## src/escaped_frame_encoder_fcs16_unit_assert.svh

```systemverilog
// ----------------------------------------------------------------------------
// Assertion macros for the escaped frame encoder
// Clocked property checks that are used by the back RTL file.
// ----------------------------------------------------------------------------
`ifndef ESCAPED_FRAME_ENCODER_FCS16_UNIT_ASSERT_SVH
`define ESCAPED_FRAME_ENCODER_FCS16_UNIT_ASSERT_SVH

// Check a property on every rising edge outside reset
`define EFE_ASSERT(label, prop, msg) \
  label: assert property (@(posedge clk) disable iff (!rst_n) (prop)) else $error(msg);

// Check an implication on every rising edge outside reset
`define EFE_ASSERT_IMPL(label, ante, cons, msg) \
  `EFE_ASSERT(label, (ante) |-> (cons), msg)

// Check that a condition is followed by another in the next cycle
`define EFE_ASSERT_NEXT(label, ante, cons, msg) \
  `EFE_ASSERT(label, (ante) |=> (cons), msg)

`endif

```

## src/efe_pkg.sv

```systemverilog
// ----------------------------------------------------------------------------
// Escaped frame encoder package
// Shared types, line codes and the FCS-16 byte update.
// ----------------------------------------------------------------------------
package efe_pkg;

  localparam logic [7:0]  FLAG_BYTE = 8'h7e;
  localparam logic [7:0]  ESC_BYTE  = 8'h7d;
  localparam logic [7:0]  ESC_XOR   = 8'h20;
  localparam logic [15:0] FCS_POLY  = 16'h8408;
  localparam logic [15:0] FCS_RESET = 16'hffff;

  // Job queue between the front and the back
  localparam int QUEUE_DEPTH = 4;
  localparam int QUEUE_PTR_W = $clog2(QUEUE_DEPTH);
  localparam int QUEUE_CNT_W = $clog2(QUEUE_DEPTH + 1);

  // One classified word as it travels to the back
  typedef struct packed {
    logic        open_flag;
    logic [7:0]  data;
    logic        last;
    logic [15:0] fcs;
  } job_t;

  // Bytes that must not appear raw on the line
  function automatic logic needs_escape(input logic [7:0] b);
    return (b == 8'h7d) || (b == 8'h7e) || (b == 8'h11) || (b == 8'h12) || (b == 8'h13);
  endfunction

  // Reflected CRC-16 update over one byte, LSB first
  function automatic logic [15:0] fcs_update(input logic [15:0] fcs, input logic [7:0] b);
    logic [15:0] c;
    c = fcs ^ {8'h00, b};
    for (int i = 0; i < 8; i++) begin
      if (c[0]) begin
        c = (c >> 1) ^ FCS_POLY;
      end else begin
        c = c >> 1;
      end
    end
    return c;
  endfunction

endpackage

```

## src/efe_queue.sv

```systemverilog
// ----------------------------------------------------------------------------
// Escaped frame encoder job queue
// Small first-in first-out store of classified words in flip-flops.
// ----------------------------------------------------------------------------
module efe_queue (
  input  logic          clk,
  input  logic          rst_n,
  input  logic          wr_en_i,
  input  efe_pkg::job_t wr_job_i,
  output logic          full_o,
  input  logic          rd_en_i,
  output efe_pkg::job_t rd_job_o,
  output logic          valid_o
);
  import efe_pkg::*;

  job_t                   mem_r [QUEUE_DEPTH];
  logic [QUEUE_PTR_W-1:0] wr_ptr_r, wr_ptr_nxt;
  logic [QUEUE_PTR_W-1:0] rd_ptr_r, rd_ptr_nxt;
  logic [QUEUE_CNT_W-1:0] count_r, count_nxt;
  logic                   do_wr, do_rd;

  assign full_o   = (count_r == QUEUE_CNT_W'(QUEUE_DEPTH));
  assign valid_o  = (count_r != '0);
  assign rd_job_o = mem_r[rd_ptr_r];
  assign do_wr    = wr_en_i && !full_o;
  assign do_rd    = rd_en_i && valid_o;

  // Advance pointers and count
  always_comb begin
    wr_ptr_nxt = wr_ptr_r;
    rd_ptr_nxt = rd_ptr_r;
    count_nxt  = count_r;
    if (do_wr) begin
      wr_ptr_nxt = (wr_ptr_r == QUEUE_PTR_W'(QUEUE_DEPTH - 1)) ? '0 : wr_ptr_r + 1'b1;
    end
    if (do_rd) begin
      rd_ptr_nxt = (rd_ptr_r == QUEUE_PTR_W'(QUEUE_DEPTH - 1)) ? '0 : rd_ptr_r + 1'b1;
    end
    if (do_wr && !do_rd) begin
      count_nxt = count_r + 1'b1;
    end else if (do_rd && !do_wr) begin
      count_nxt = count_r - 1'b1;
    end
  end

  always_ff @(posedge clk) begin
    if (!rst_n) begin
      wr_ptr_r <= '0;
      rd_ptr_r <= '0;
      count_r  <= '0;
    end else begin
      wr_ptr_r <= wr_ptr_nxt;
      rd_ptr_r <= rd_ptr_nxt;
      count_r  <= count_nxt;
    end
  end

  // Store the incoming word
  always_ff @(posedge clk) begin
    if (do_wr) begin
      mem_r[wr_ptr_r] <= wr_job_i;
    end
  end

endmodule

```

## src/efe_front.sv

```systemverilog
// ----------------------------------------------------------------------------
// Escaped frame encoder front
// Accepts body bytes, tracks frame state, runs the FCS and queues jobs.
// ----------------------------------------------------------------------------
module efe_front (
  input  logic          clk,
  input  logic          rst_n,
  input  logic          cfg_wr_en,
  input  logic [15:0]   cfg_wr_data,
  input  logic          in_push,
  output logic          in_full,
  input  logic [7:0]    in_data_byte,
  input  logic          in_first_byte,
  input  logic          in_last_byte,
  output logic          job_wr_o,
  output efe_pkg::job_t job_o,
  input  logic          queue_full_i
);
  import efe_pkg::*;

  logic [15:0] fcs_init_r;
  logic [15:0] running_fcs_r, running_fcs_nxt;
  logic        frame_open_r, frame_open_nxt;
  logic        accept;
  logic        in_frame;
  logic [15:0] fcs_base;
  logic [15:0] fcs_new;

  assign in_full  = queue_full_i;
  assign accept   = in_push && !queue_full_i;
  assign in_frame = in_first_byte || frame_open_r;
  assign fcs_base = in_first_byte ? fcs_init_r : running_fcs_r;
  assign fcs_new  = fcs_update(fcs_base, in_data_byte);

  // Classify the word; drop it when no frame is open
  assign job_wr_o       = accept && in_frame;
  assign job_o.open_flag = in_first_byte;
  assign job_o.data      = in_data_byte;
  assign job_o.last      = in_last_byte;
  assign job_o.fcs       = fcs_new ^ FCS_RESET;

  always_comb begin
    running_fcs_nxt = running_fcs_r;
    frame_open_nxt  = frame_open_r;
    if (accept && in_frame) begin
      running_fcs_nxt = fcs_new;
      frame_open_nxt  = !in_last_byte;
    end
  end

  always_ff @(posedge clk) begin
    if (!rst_n) begin
      fcs_init_r    <= FCS_RESET;
      running_fcs_r <= FCS_RESET;
      frame_open_r  <= 1'b0;
    end else begin
      if (cfg_wr_en) begin
        fcs_init_r <= cfg_wr_data;
      end
      running_fcs_r <= running_fcs_nxt;
      frame_open_r  <= frame_open_nxt;
    end
  end

endmodule

```

## src/efe_back.sv

```systemverilog
// ----------------------------------------------------------------------------
// Escaped frame encoder back
// Walks each queued job byte by byte and drives the line byte register.
// ----------------------------------------------------------------------------
module efe_back (
  input  logic          clk,
  input  logic          rst_n,
  input  logic          head_valid_i,
  input  efe_pkg::job_t head_i,
  output logic          head_pop_o,
  output logic          out_empty,
  input  logic          out_pop,
  output logic [7:0]    out_byte,
  output logic          out_run_end
);
  import efe_pkg::*;

  `include "escaped_frame_encoder_fcs16_unit_assert.svh"

  localparam logic [2:0] PH_OPEN   = 3'd0;
  localparam logic [2:0] PH_DATA   = 3'd1;
  localparam logic [2:0] PH_FCS_LO = 3'd2;
  localparam logic [2:0] PH_FCS_HI = 3'd3;
  localparam logic [2:0] PH_CLOSE  = 3'd4;

  logic [2:0] phase_r, phase_nxt;
  logic       esc_r, esc_nxt;
  logic       out_valid_r, out_valid_nxt;
  logic [7:0] out_byte_r, out_byte_nxt;
  logic       out_run_end_r, out_run_end_nxt;
  logic [2:0] cur_phase;
  logic [7:0] raw_byte;
  logic       escapable;
  logic       adv, emit;
  logic       step_done;
  logic       job_done;
  logic [2:0] next_phase;

  assign adv  = !out_valid_r || out_pop;
  assign emit = adv && head_valid_i;

  // Skip the opening flag when the job does not start a frame
  assign cur_phase = (phase_r == PH_OPEN && !head_i.open_flag) ? PH_DATA : phase_r;

  // Pick the raw byte of the current phase and where to go next
  always_comb begin
    raw_byte   = FLAG_BYTE;
    escapable  = 1'b0;
    next_phase = PH_OPEN;
    job_done   = 1'b0;
    unique case (cur_phase)
      PH_OPEN: begin
        next_phase = PH_DATA;
      end
      PH_DATA: begin
        raw_byte   = head_i.data;
        escapable  = 1'b1;
        next_phase = PH_FCS_LO;
        job_done   = !head_i.last;
      end
      PH_FCS_LO: begin
        raw_byte   = head_i.fcs[7:0];
        escapable  = 1'b1;
        next_phase = PH_FCS_HI;
      end
      PH_FCS_HI: begin
        raw_byte   = head_i.fcs[15:8];
        escapable  = 1'b1;
        next_phase = PH_CLOSE;
      end
      PH_CLOSE: begin
        job_done = 1'b1;
      end
      default: begin
        job_done = 1'b1;
      end
    endcase
  end

  // Emit escape first, then the flipped byte
  always_comb begin
    phase_nxt       = phase_r;
    esc_nxt         = esc_r;
    out_byte_nxt    = out_byte_r;
    out_run_end_nxt = out_run_end_r;
    out_valid_nxt   = out_pop ? 1'b0 : out_valid_r;
    step_done       = 1'b0;
    if (emit) begin
      out_valid_nxt = 1'b1;
      if (escapable && needs_escape(raw_byte) && !esc_r) begin
        out_byte_nxt = ESC_BYTE;
        esc_nxt      = 1'b1;
      end else begin
        out_byte_nxt = esc_r ? (raw_byte ^ ESC_XOR) : raw_byte;
        esc_nxt      = 1'b0;
        step_done    = 1'b1;
      end
      out_run_end_nxt = step_done && job_done;
      if (step_done) begin
        phase_nxt = job_done ? PH_OPEN : next_phase;
      end
    end
  end

  assign head_pop_o  = emit && step_done && job_done;
  assign out_empty   = !out_valid_r;
  assign out_byte    = out_byte_r;
  assign out_run_end = out_run_end_r;

  always_ff @(posedge clk) begin
    if (!rst_n) begin
      phase_r     <= PH_OPEN;
      esc_r       <= 1'b0;
      out_valid_r <= 1'b0;
    end else begin
      phase_r     <= phase_nxt;
      esc_r       <= esc_nxt;
      out_valid_r <= out_valid_nxt;
    end
  end

  // Hold the line byte until taken
  always_ff @(posedge clk) begin
    out_byte_r    <= out_byte_nxt;
    out_run_end_r <= out_run_end_nxt;
  end

  `EFE_ASSERT_NEXT(a_pop_marks_end, head_pop_o, out_valid_r && out_run_end_r, "job retired without run end")
  `EFE_ASSERT_IMPL(a_mid_job_has_head, phase_r != PH_OPEN || esc_r, head_valid_i, "job state without queued job")
  `EFE_ASSERT_IMPL(a_escaped_is_clean, emit && esc_r, !needs_escape(out_byte_nxt), "escaped byte still needs escape")

endmodule

```

## src/escaped_frame_encoder_fcs16_unit.sv

```systemverilog
// ----------------------------------------------------------------------------
// Escaped frame encoder with FCS-16
// PPP style asynchronous framing of body bytes with escaping and FCS.
// ----------------------------------------------------------------------------
// Usage:
//   Input channel: push a body word (in_data_byte with in_first_byte and
//   in_last_byte marks) while in_full is low. A word without a first mark
//   outside an open frame is dropped. A first mark opens a new frame, even
//   over an unfinished one.
//   Result channel: while out_empty is low, out_byte holds the next line
//   byte; out_run_end marks the last byte caused by one input word. Raise
//   out_pop to take it.
//   Configuration: cfg_wr_en with cfg_wr_data sets the FCS start value; write
//   only while the block is idle.
//   Path: each accepted word is queued, then its line bytes pass the output register.
//   Throughput: one line byte per cycle while out_pop stays high and jobs wait,
//   set by the single output register; a word causes one to eight line bytes
//   (flag, escaped byte, two escaped FCS bytes, flag), three at most for a body word that is not last.
//   A four-entry job queue parts the front from the back, so input keeps
//   flowing while the receiver stalls; in_full rises once the queue fills.
//   Reset: the FCS start value returns to 0xffff, no frame is open and all
//   queued and pending bytes are discarded.
// ----------------------------------------------------------------------------
module escaped_frame_encoder_fcs16_unit (
  input  logic        clk,
  input  logic        rst_n,
  input  logic        cfg_wr_en,
  input  logic [15:0] cfg_wr_data,
  input  logic        in_push,
  output logic        in_full,
  input  logic [7:0]  in_data_byte,
  input  logic        in_first_byte,
  input  logic        in_last_byte,
  output logic        out_empty,
  input  logic        out_pop,
  output logic [7:0]  out_byte,
  output logic        out_run_end
);
  import efe_pkg::*;

  job_t wr_job;
  job_t head_job;
  logic job_wr;
  logic queue_full;
  logic head_valid;
  logic head_pop;

  // Accept and classify words
  efe_front u_front (
    .clk          (clk),
    .rst_n        (rst_n),
    .cfg_wr_en    (cfg_wr_en),
    .cfg_wr_data  (cfg_wr_data),
    .in_push      (in_push),
    .in_full      (in_full),
    .in_data_byte (in_data_byte),
    .in_first_byte(in_first_byte),
    .in_last_byte (in_last_byte),
    .job_wr_o     (job_wr),
    .job_o        (wr_job),
    .queue_full_i (queue_full)
  );

  // Buffer jobs between the two sides
  efe_queue u_queue (
    .clk     (clk),
    .rst_n   (rst_n),
    .wr_en_i (job_wr),
    .wr_job_i(wr_job),
    .full_o  (queue_full),
    .rd_en_i (head_pop),
    .rd_job_o(head_job),
    .valid_o (head_valid)
  );

  // Serialize jobs onto the line
  efe_back u_back (
    .clk         (clk),
    .rst_n       (rst_n),
    .head_valid_i(head_valid),
    .head_i      (head_job),
    .head_pop_o  (head_pop),
    .out_empty   (out_empty),
    .out_pop     (out_pop),
    .out_byte    (out_byte),
    .out_run_end (out_run_end)
  );

endmodule

```

## config.mk

```make
export PLATFORM = sky130hd
export DESIGN_NAME = escaped_frame_encoder_fcs16_unit
export DESIGN_NICKNAME = d
export VERILOG_FILES = /design/src/efe_pkg.sv /design/src/efe_queue.sv /design/src/efe_front.sv /design/src/efe_back.sv /design/src/escaped_frame_encoder_fcs16_unit.sv
export VERILOG_INCLUDE_DIRS = /design/src /design/src/src
export SDC_FILE = /design/constraint.sdc
export NUM_CORES = 1
export LEC_CHECK = 0
export ABC_AREA = 1
export BUFFER_PORTS_ARGS = -buffer_cell sky130_fd_sc_hd__buf_4
export CORE_ASPECT_RATIO = 1.25
export CORE_MARGIN = 4
export CORE_UTILIZATION = 45
export CTS_CLUSTER_SIZE = 10
export DETAILED_ROUTE_END_ITERATION = 12
export SLEW_MARGIN = 20
export SYNTH_ARGS = -nofsm -noshare
export SYNTH_HDL_FRONTEND = slang
export SYNTH_SLANG_ARGS = --single-unit
```

## constraint.sdc

```tcl
create_clock -name clk -period 3.75 [get_ports clk]
set_input_delay 0.5625 -clock clk [delete_from_list [all_inputs] [get_ports clk]]
set_output_delay 0.5625 -clock clk [all_outputs]
set_load 0.02 [all_outputs]
```

=== Yosys cells after proc, flatten, opt, wreduce, memory -nomap -nowiden ===
Memories as Yosys holds them, arrays and structs flattened. A register that Yosys moved wholly into a read port is not among the register bits.
Index checks and enable logic that the tools add are counted.

* Multiplexer cells: 30
* $add $sub $neg: 4
* Bitwise operators: 11
* Reductions and logical operators: 35
* Eq/ne operators: 11

{| class="wikitable"
|+ Operators with widths
! kind !! number
|-
| $mux 16 || 9
|-
| $eq 8x5->1 const B || 3
|-
| $not 2->3 || 8
|-
| $pmux 8 s3 || 1
|-
| $eq 8x7->1 const B || 2
|-
| $not 16->16 || 1
|-
| $xor 16x8->16 || 1
|-
| $logic_and 1x1->1 || 13
|-
| $mux 3 || 4
|-
| $pmux 3 s4 || 1
|-
| $mux 1 || 9
|-
| $logic_not 1->1 || 8
|-
| $mux 2 || 4
|-
| $eq 3x2->1 const B || 2
|-
| $logic_not 3->1 || 2
|-
| $logic_or 1x1->1 || 6
|-
| $mux 6 || 1
|-
| $reduce_or 3->1 || 2
|-
| $add 2x1->2 const B || 2
|-
| $eq 2x2->1 const B || 2
|-
| $reduce_bool 2->1 || 2
|-
| $add 3x1->3 const B || 1
|-
| $eq 3x1->1 const B || 1
|-
| $eq 3x3->1 const B || 1
|-
| other kinds (5) || 5
|}

* Logic and storage cells: 103
* Memories: 1
* Register bits: 54
* Memory bits (writable): 104
* Output and inout port bits: 11

{| class="wikitable"
|+ Memories
! memory !! depth !! width !! rd ports !! clocked after memory_dff !! wr ports !! line !! source
|-
| u_queue.mem_r || 4 || 26 || 1 || 1 || 1 || efe_queue.sv:17 || <nowiki>job_t mem_r [QUEUE_DEPTH];</nowiki>
|}

=== Logic depth before layout (Yosys ltp) ===
Gate-level depths: netlist (run 1).

* Depth after elaboration: 21
* Gate-level depth with buffers: 24

=== Cells and area by module ===
From an unflattened synthesis (run 1), not the netlist that was laid out.

* Cell total of the unflattened synthesis: 793
* Area, all modules: 7367.1 um^2

{| class="wikitable"
|+ By module, submodules not included
! module !! seq. area each (um^2) !! area an instance (um^2) !! cells each !! times used
|-
| efe_queue || 3303.2 || 4341.7 || 322 || 1
|-
| efe_front || 660.6 || 2069.5 || 337 || 1
|-
| efe_back || 370.4 || 955.9 || 134 || 1
|}

=== Worst setup path before layout (run 1) ===
No wires, ideal clock.

* Path type: input -> register
* From: input port in_first_byte
* To: memory u_queue.mem_r[0][0] (netlist name) (enable)
* Cell stages on the path: 4
* Setup slack: 1091 ps
* Data arrival time: 2250 ps
* Cells stage by stage: buf_2 -> o21ai_1 -> clkbuf_1 -> nor2_1

* Word-level cells in the longest chain between the ends: 5

{| class="wikitable"
|+ Ends and longest elaborated chain
! what !! line !! source
|-
| start, declared || escaped_frame_encoder_fcs16_unit.sv:32 || <nowiki>input logic in_first_byte,</nowiki>
|-
| $logic_or 1x1->1 || efe_front.sv:31 || <nowiki>assign in_frame = in_first_byte || frame_open_r;</nowiki>
|-
| $logic_and 1x1->1 || efe_front.sv:36 || <nowiki>assign job_wr_o = accept && in_frame;</nowiki>
|-
| $logic_and 1x1->1 || efe_queue.sv:26 || <nowiki>assign do_wr = wr_en_i && !full_o;</nowiki>
|-
| $mux 1 || efe_queue.sv:61 || <nowiki>if (do_wr) begin</nowiki>
|-
| $mux 1 (not written as such) || efe_queue.sv:62 || <nowiki>mem_r[wr_ptr_r] <= wr_job_i;</nowiki>
|-
| end, declared || efe_queue.sv:17 ||
|}

Every way passes these cells.

==> impl_metrics.env, run 1 <==
export IMPL_max_clock_freq_mhz=311
export IMPL_final_cell_count_no_fill=966
export IMPL_floorplan_initialDensity_pct=46.5
export IMPL_max_cap_violations=0
export IMPL_grt_overflow_total=0
export IMPL_synth_seq_area_share_pct=61.6
export IMPL_drt_pass1_iter_count=4
export IMPL_grt_antenna_before_repair=0
export IMPL_grt_start_max_net_pins=44
export IMPL_fin_crit_ps=3220
export IMPL_synth_cell_area_sq_um=7040
export IMPL_yosys_top_cells_count="sky130_fd_sc_hd__nand2_1, sky130_fd_sc_hd__edfxtp_1, sky130_fd_sc_hd__inv_1"
export IMPL_clkSinkCount=160
export IMPL_min_path_type="primary input to register"
export IMPL_ffs_latches_synth=160
export IMPL_synthDistinctLibCells=42
export IMPL_final_min_period_over_clock_period_pct=85.7
export IMPL_routed_via_density=4.91
export IMPL_grt_usage_pct=17.2
export IMPL_cts_hold_buf=0
export IMPL_avgRoutedWirePerCell_um=14.9
export IMPL_number_of_synthesized_flops_with_an_enable_pin=113
export IMPL_crit_path_top_delay_cell="sky130_fd_sc_hd__dfxtp_2"
export IMPL_cts_repair_resize_count=0
export IMPL_startpoint_type="register"
export IMPL_mappedNetlistNets=741
export IMPL_worst_setup_path_type="register to register"
export IMPL_grt_pass1_vias=4651
export IMPL_power_leakage_nw=3.33
export IMPL_internal_power_mw=4.00
export IMPL_cts_tree="done"
export IMPL_setup_viol_count_final=0
export IMPL_arrival_ps=3580
export IMPL_power_sequential_fraction_pct=38.7
export IMPL_htree_levels=4
export IMPL_dpl_wire_length_um=9740
export IMPL_final_estimated_routing_congestion_in_global_placement=0.840
export IMPL_top_layer="met4"
export IMPL_status="finished clean"
export IMPL_power_density_cell_area_nw_per_um2=749
export IMPL_postRouteWirelength_um=14400
export IMPL_place_detailed_instances=934
export IMPL_post_synth_top_area_fraction_pct=48.2
export IMPL_dieHeight_um=148
export IMPL_synthMostInstantiatedCell="sky130_fd_sc_hd__nand2_1"
export IMPL_detailed_routing_wirelength_on_met1_um=6230
export IMPL_remaining_antenna_violation_count_after_routing=0
export IMPL_grt_first_pass_wirelength_um=23600
export IMPL_cts_root_buffer_cell="sky130_fd_sc_hd__clkbuf_16"
export IMPL_tritoncts_num_buffers=17
export IMPL_worst_ir_drop_vdd_mv=0.289
export IMPL_vias=4746
export IMPL_grt_setup_unrepaired="no"
export IMPL_sw_frac_of_total_pct=34.6
export IMPL_cpMostUsedCell="sky130_fd_sc_hd__nand2_1"
export IMPL_clock_insertion_delay_worst_skew_ps=420
export IMPL_detail_route_iter0_violations=213
export IMPL_fin_util_pct=53.9
export IMPL_inserted_diodes=0
export IMPL_power_combinational_fraction_pct=32.3
export IMPL_path_clk_slew_ps=60
export IMPL_timing_critical_path_fanout_max=42
export IMPL_floorplan_core_area_sq_um=15100
export IMPL_netlist_top_cells_area="sky130_fd_sc_hd__edfxtp_1, sky130_fd_sc_hd__dfxtp_1, sky130_fd_sc_hd__nand2_1"
export IMPL_route_detailed_drc=0
export IMPL_final_nets=783
export IMPL_post_synth_inst_count=703
export IMPL_met2WireLength_um=7450
export IMPL_worst_r2r_setup_slack_ps=530
export IMPL_worstSetupEndpointType="register"
export IMPL_warnings_from_yosys=0
export IMPL_rows=50
export IMPL_fraction_of_final_layout_cells_with_drive_strength_greater_than_1_pct=17.3
export IMPL_async_flop_share_pct=0
export IMPL_setup_tns_ps=0
export IMPL_port_buffers=41
export IMPL_synth_area_per_cell_sq_um=10.0
export IMPL_max_slew_worst_pin_slew_ps=855
export IMPL_worst_skew_ps=9.02
export IMPL_clock_power_share_pct=29.0
export IMPL_worst_hold_startpoint="cfg_wr_data[0]"
export IMPL_met3RoutedLength_um=539
export IMPL_max_slew_margin_rel_pct=42.9
export IMPL_final_hold_violation_count=0
export IMPL_synthFlopType="sky130_fd_sc_hd__edfxtp_1"
export IMPL_area_of_the_die_sq_um=17700
export IMPL_width_of_the_chip_um=120
export IMPL_ordered_list_of_cells_on_the_worst_path="buf_4 > nor2_1 > nor2_1 > nand2_1 > nand2_1 > nand2_1 > nand2_1 > inv_1 > nand3_1 > nand3_1 > o21bai_1 > nand2_2 > nand3_1 > ha_1 > inv_1 > fa_1 > nor2_1 > nor2_1 > nand2_1 > o21ai_0 > a21oi_1"
export IMPL_post_cts_repair_setup_buffers=0
export IMPL_fill_cells=1359
export IMPL_net_sw_power_mw=2.12
export IMPL_worst_path_largest_cell_delay_ps=500
export IMPL_cp_required_ps=4110
export IMPL_clock_tree_buffer_depth=2
export IMPL_area_growth_syn_to_layout_pct=16.0
export IMPL_final_max_slew_viol_count=0
export IMPL_io_pins=42
export IMPL_synth_top_area_cell="sky130_fd_sc_hd__edfxtp_1"
## kinds of logic after synthesis
group           count (synthesis)  share of synthesized area (%)
compound gates                100                           7.41
xor+xnor                       21                           2.83
fa+ha+maj                       7                           1.35
buf+inv                       110                           6.72
flops                         160                           61.6
mux                            14                           2.15
simple gates                  291                           18.0
## layout by cell type, fill, tap and decap left out, types with 2 or more instances in the layout
cell                         count
sky130_fd_sc_hd__xnor2_1        11
sky130_fd_sc_hd__clkinvlp_4      4
sky130_fd_sc_hd__inv_6           5
sky130_fd_sc_hd__nand3_1        44
sky130_fd_sc_hd__inv_1          72
sky130_fd_sc_hd__nand2_1       161
sky130_fd_sc_hd__a21oi_1        30
sky130_fd_sc_hd__clkbuf_16      17
sky130_fd_sc_hd__nand3_2         3
sky130_fd_sc_hd__nor3_4          2
sky130_fd_sc_hd__mux2_2          7
sky130_fd_sc_hd__buf_4          54
sky130_fd_sc_hd__mux2_1          2
sky130_fd_sc_hd__nor2_2          6
sky130_fd_sc_hd__nor2_1         57
sky130_fd_sc_hd__xor2_1          8
sky130_fd_sc_hd__bufinv_16       3
sky130_fd_sc_hd__inv_2           7
sky130_fd_sc_hd__o21ai_1         6
sky130_fd_sc_hd__nand4_1         3
sky130_fd_sc_hd__edfxtp_1      113
sky130_fd_sc_hd__ha_1            6
sky130_fd_sc_hd__o21ai_0        54
sky130_fd_sc_hd__mux2i_1         5
sky130_fd_sc_hd__or2_2           5
sky130_fd_sc_hd__dfxtp_1        46
sky130_fd_sc_hd__o22ai_1         3
sky130_fd_sc_hd__nand2_2         6
## worst max-delay path: cells and delay by family (launching register included)
family,cells,cell delay [ps]
buffers and inverters,3,570
and+or+nand+nor,13,1120
adders and majority gates,2,590
DFF,1,500
AOI/OAI and AO/OA,3,350
## sequential cells by signal, summed over array words and instances (netlist names), named ones only
signal                 count
u_back.out_run_end         1
u_front.running_fcs_r     16
u_back.esc_r               1
u_queue.wr_ptr_r           2
u_front.fcs_init_r        16
u_front.frame_open_r       1
u_back.out_valid_r         1
u_back.phase_r             3
u_queue.rd_ptr_r           2
u_queue.count_r            3
u_back.out_byte            8
u_queue.mem_r            104
## power groups by stage
stage / combinational [mW] / sequential, mW / clock [mW]
6_report: 1.98 / 2.37 / 1.77
5_1_grt: 2.24 / 2.39 / 1.88
4_1_cts: 2.00 / 2.37 / 1.81
3_5_place_dp: 1.98 / 2.40 / 0
3_3_place_gp: 1.93 / 2.40 / 0
2_1_floorplan: 1.43 / 2.43 / 0
## layout make-up
type,count,area [sq um],area share [%]
Clock buffer,18,439,5.38
Clock inverter,14,178,2.18
Inverter,79,297,3.63
Multi-Input combinational cell,433,2250,27.6
Sequential cell,160,4340,53.1
Tap cell,208,260,3.19
Timing Repair Buffer,54,405,4.96
## path summary, 6_finish.rpt
| check | to | depth (start not counted) |
|---|---|---|
| setup reg to reg | u_queue.count_r[2] | 21 |
| setup / recovery | u_queue.count_r[2] | 21 |
| hold reg to reg | u_front.fcs_init_r[0] | 2 |
| hold / removal | u_front.fcs_init_r[0] | 3 |
## stage by stage
stage | hold slack [ps] | setup slack [ps] | power, mW | area [sq um]
detailed placement | 445 | 517 | 4.39 | 7550
global placement | 443 | 608 | 4.33 | 7550
global route | 335 | 137 | 6.52 | 8170
floorplan | 423 | 1090 | 3.86 | 7040
CTS | 325 | 501 | 6.18 | 8170
finish | 345 | 535 | 6.12 | 8170
## per-layer routing
layer	vias to the layer above	track usage, %
li1	2405	-
met2	84	30.1
met3	16	3.83
met1	2241	20.7
met5	-	0
met4	0	6.65
(Power assumes the default switching activity.)
==> inputs of run 2 (changes only) <==
--- a/config.mk
+++ b/config.mk
@@ -13,7 +13,9 @@
 export CORE_UTILIZATION = 45
 export CTS_CLUSTER_SIZE = 10
 export DETAILED_ROUTE_END_ITERATION = 12
+export HOLD_SLACK_MARGIN = 0.05
 export SLEW_MARGIN = 20
 export SYNTH_ARGS = -nofsm -noshare
 export SYNTH_HDL_FRONTEND = slang
+export SYNTH_HIERARCHICAL = 1
 export SYNTH_SLANG_ARGS = --single-unit
==> impl_metrics.env, run 2 <==
export IMPL_grt_usage_pct=18.8
export IMPL_worst_ir_drop_vdd_mv=0.326
export IMPL_crit_reg2reg_capture="u_queue/count_r[2]"
export IMPL_rows=52
export IMPL_min_path_type="primary input to register"
export IMPL_synthDistinctLibCells=32
export IMPL_worstHoldEndpoint="u_front/fcs_init_r[9]"
export IMPL_clock_insertion_delay_worst_skew_ps=420
export IMPL_largestRegisters="u_queue/mem_r x104, u_front/fcs_init_r x16, u_front/running_fcs_r x16"
export IMPL_place_area_sq_um=7750
export IMPL_cp_required_ps=4070
export IMPL_post_synth_inst_count=793
export IMPL_mappedNetlistNets=831
export IMPL_status="finished clean"
export IMPL_number_of_synthesized_flops_with_an_enable_pin=113
export IMPL_worstSetupEndpointType="register"
export IMPL_final_nets=859
export IMPL_final_cell_count_no_fill=1050
export IMPL_drt_pass1_iter_count=6
export IMPL_final_estimated_routing_congestion_in_global_placement=0.915
export IMPL_route_detailed_drc=0
export IMPL_vias=5404
export IMPL_clock_tree_buffer_depth=2
export IMPL_ffs_latches_synth=160
export IMPL_place_detailed_instances=1018
export IMPL_htree_levels=4
export IMPL_finalPower_mw=6.27
export IMPL_netlist_top_cells_area="sky130_fd_sc_hd__edfxtp_1, sky130_fd_sc_hd__dfxtp_1, sky130_fd_sc_hd__nand2_1"
export IMPL_max_slew_margin_rel_pct=40.5
export IMPL_floorplan_core_area_sq_um=16100
export IMPL_largest_register="u_queue/mem_r"
export IMPL_tritoncts_num_buffers=17
export IMPL_met3RoutedLength_um=633
export IMPL_synthMostInstantiatedCell="sky130_fd_sc_hd__nand2_1"
export IMPL_min_path_cells=3
export IMPL_grt_antenna_before_repair=0
export IMPL_worst_hold_startpoint="cfg_wr_data[9]"
export IMPL_flip_flop_count_of_the_largest_register_all_copies_and_words_added=104
export IMPL_startpoint_type="register"
export IMPL_max_cap_violations=0
export IMPL_arrival_ps=3710
export IMPL_routed_via_density=5.15
export IMPL_synthFlopType="sky130_fd_sc_hd__edfxtp_1"
export IMPL_setup_viol_count_final=0
export IMPL_grt_pass1_vias=5346
export IMPL_cts_hold_buf=0
export IMPL_synth_cell_area_sq_um=7370
export IMPL_crit_path_top_delay_cell="sky130_fd_sc_hd__dfxtp_1"
export IMPL_avgRoutedWirePerCell_um=15.4
export IMPL_met2WireLength_um=8290
export IMPL_fin_crit_ps=3390
export IMPL_io_pins=42
export IMPL_final_hold_violation_count=0
export IMPL_remaining_antenna_violation_count_after_routing=0
export IMPL_ordered_list_of_cells_on_the_worst_path="inv_6 > o21ai_0 > o22ai_1 > inv_2 > o21ai_2 > buf_4 > nor2_1 > nor2_1 > a21oi_1 > o21ai_2 > nand2_4 > nand2_4 > nor2_1 > nand2_1 > ha_1 > inv_1 > fa_1 > inv_1 > nand2_1 > nand3_1 > nand2_1 > inv_1 > nor2_1"
export IMPL_synth_top_area_cell="sky130_fd_sc_hd__edfxtp_1"
export IMPL_synth_seq_area_share_pct=58.8
export IMPL_detailed_routing_wirelength_on_met1_um=6800
export IMPL_width_of_the_chip_um=122
export IMPL_max_clock_freq_mhz=295
export IMPL_power_density_cell_area_nw_per_um2=746
export IMPL_post_cts_repair_setup_buffers=0
export IMPL_final_cell_mix="sky130_fd_sc_hd__nand2_1, sky130_fd_sc_hd__edfxtp_1, sky130_fd_sc_hd__nor2_1"
export IMPL_synth_area_per_cell_sq_um=9.29
export IMPL_final_min_period_over_clock_period_pct=90.5
export IMPL_grt_first_pass_wirelength_um=26600
export IMPL_timing_critical_path_fanout_max=31
export IMPL_port_buffers=41
export IMPL_yosys_top_cells_count="sky130_fd_sc_hd__nand2_1, sky130_fd_sc_hd__edfxtp_1, sky130_fd_sc_hd__nor2_1"
export IMPL_postRouteWirelength_um=16200
export IMPL_area_growth_syn_to_layout_pct=14.0
export IMPL_max_slew_worst_pin_slew_ps=891
export IMPL_cpMostUsedCell="sky130_fd_sc_hd__nor2_1"
export IMPL_post_synth_top_area_fraction_pct=46.1
export IMPL_grt_setup_unrepaired="no"
export IMPL_cts_root_buffer_cell="sky130_fd_sc_hd__clkbuf_16"
export IMPL_floorplan_initialDensity_pct=45.7
export IMPL_leading_cell_type_in_the_layout_fill_and_taps_excluded="sky130_fd_sc_hd__nand2_1"
export IMPL_cts_tree="done"
export IMPL_setup_tns_ps=0
export IMPL_dieHeight_um=151
export IMPL_final_max_slew_viol_count=0
export IMPL_power_leakage_nw=3.55
export IMPL_worst_skew_ps=8.94
export IMPL_area_of_the_die_sq_um=18500
export IMPL_inserted_diodes=0
export IMPL_dpl_wire_length_um=11200
export IMPL_final_hold_worst_slack_ps=350
export IMPL_path_clk_slew_ps=60
export IMPL_clkSinkCount=160
export IMPL_top_layer="met4"
export IMPL_detail_route_iter0_violations=252
export IMPL_postLayoutCellArea_sq_um=8400
export IMPL_worst_setup_path_type="register to register"
export IMPL_worst_r2r_setup_slack_ps=360
export IMPL_worstRegToRegCells=23
export IMPL_grt_start_max_net_pins=39
export IMPL_fraction_of_final_layout_cells_with_drive_strength_greater_than_1_pct=14.9
export IMPL_async_flop_share_pct=0
export IMPL_warnings_from_yosys=6
export IMPL_grt_overflow_total=0
export IMPL_worst_path_largest_cell_delay_ps=380
==> run 2: cell types whose count changed in the layout (fill, tap and decap cells not counted), sizes merged, moves of 4 or more <==
cell	delta
inv	-9
o22ai	+23
xnor2	-12
nor2	+33
mux2	-9
o21ai	+19
nand4	+7
xor2	-9
nand2	+19
nand3	+17
or2	-4
mux2i	-5
==> run 2: final cells by class <==
| cell class | count | area (sq um) |
|---|---|---|
| clock buffers | 21 | 460 |
| clock inverters | 11 | 186 |
| fillers | 1503 | 7730 |
| inverters | 76 | 293 |
| multi-input cells | 512 | 2450 |
| flip-flops and latches | 160 | 4330 |
| well taps | 216 | 270 |
| repair buffers | 54 | 405 |
==> run 2: logic make-up (layout without fill, tap and decap cells) <==
kind of cell	after synthesis	after routing	synth area share (%)
buffers and inverters	121	162	8.07
adders and majority gates	7	7	1.29
DFF	160	160	58.8
and+or+nand+nor	363	363	21.3
AOI/OAI and AO/OA	142	142	10.5
==> run 2: worst max path at each step <==
stage / to / slack (ps) / cells past startpoint
2_1_floorplan: u_queue/count_r[2] / 760 / 25
3_3_place_gp: u_queue/count_r[2] / 470 / 23
6_report: u_queue/count_r[2] / 360 / 23
5_1_grt: u_queue/count_r[2] / 30 / 21
3_5_place_dp: u_queue/count_r[2] / 350 / 22
4_1_cts: u_queue/count_r[2] / 330 / 22
==> run 2: metal layers <==
| layer | up-vias | global-route usage [%] |
|---|---|---|
| met4 | 0 | 8.18 |
| met1 | 2522 | 21.9 |
| li1 | 2731 | - |
| met5 | - | 0 |
| met3 | 30 | 5.01 |
| met2 | 121 | 32.5 |
==> run 2: what timing repair did <==
item                                   4_1_cts  5_1_grt
setup endpoints to repair                    0        1
endpoints found under the hold margin        0        0
gates resized for setup                      0        2
==> run 2: power breakdown <==
| group | switching [mW] | internal [mW] |
|---|---|---|
| Clock | 0.655 | 1.21 |
| Combinational | 1.36 | 0.657 |
| Sequential | 0.138 | 2.25 |
| Total | 2.15 | 4.12 |
==> run 2: critical path: cells and delay by family (launching register included) <==
| kind | cells | cell delay (ps) |
|---|---|---|
| flops | 1 | 380 |
| simple gates | 10 | 850 |
| compound gates | 5 | 850 |
| fa+ha+maj | 2 | 560 |
| buf+inv | 6 | 650 |
==> run 2: through the flow <==
stage | worst slack, ps | util (%)
after global placement | 468 | 48.0
after floorplan | 761 | -
after CTS | 329 | 52.0
after global routing | 33.2 | 52.1
after detailed placement | 347 | 48.0
final | 355 | 52.1
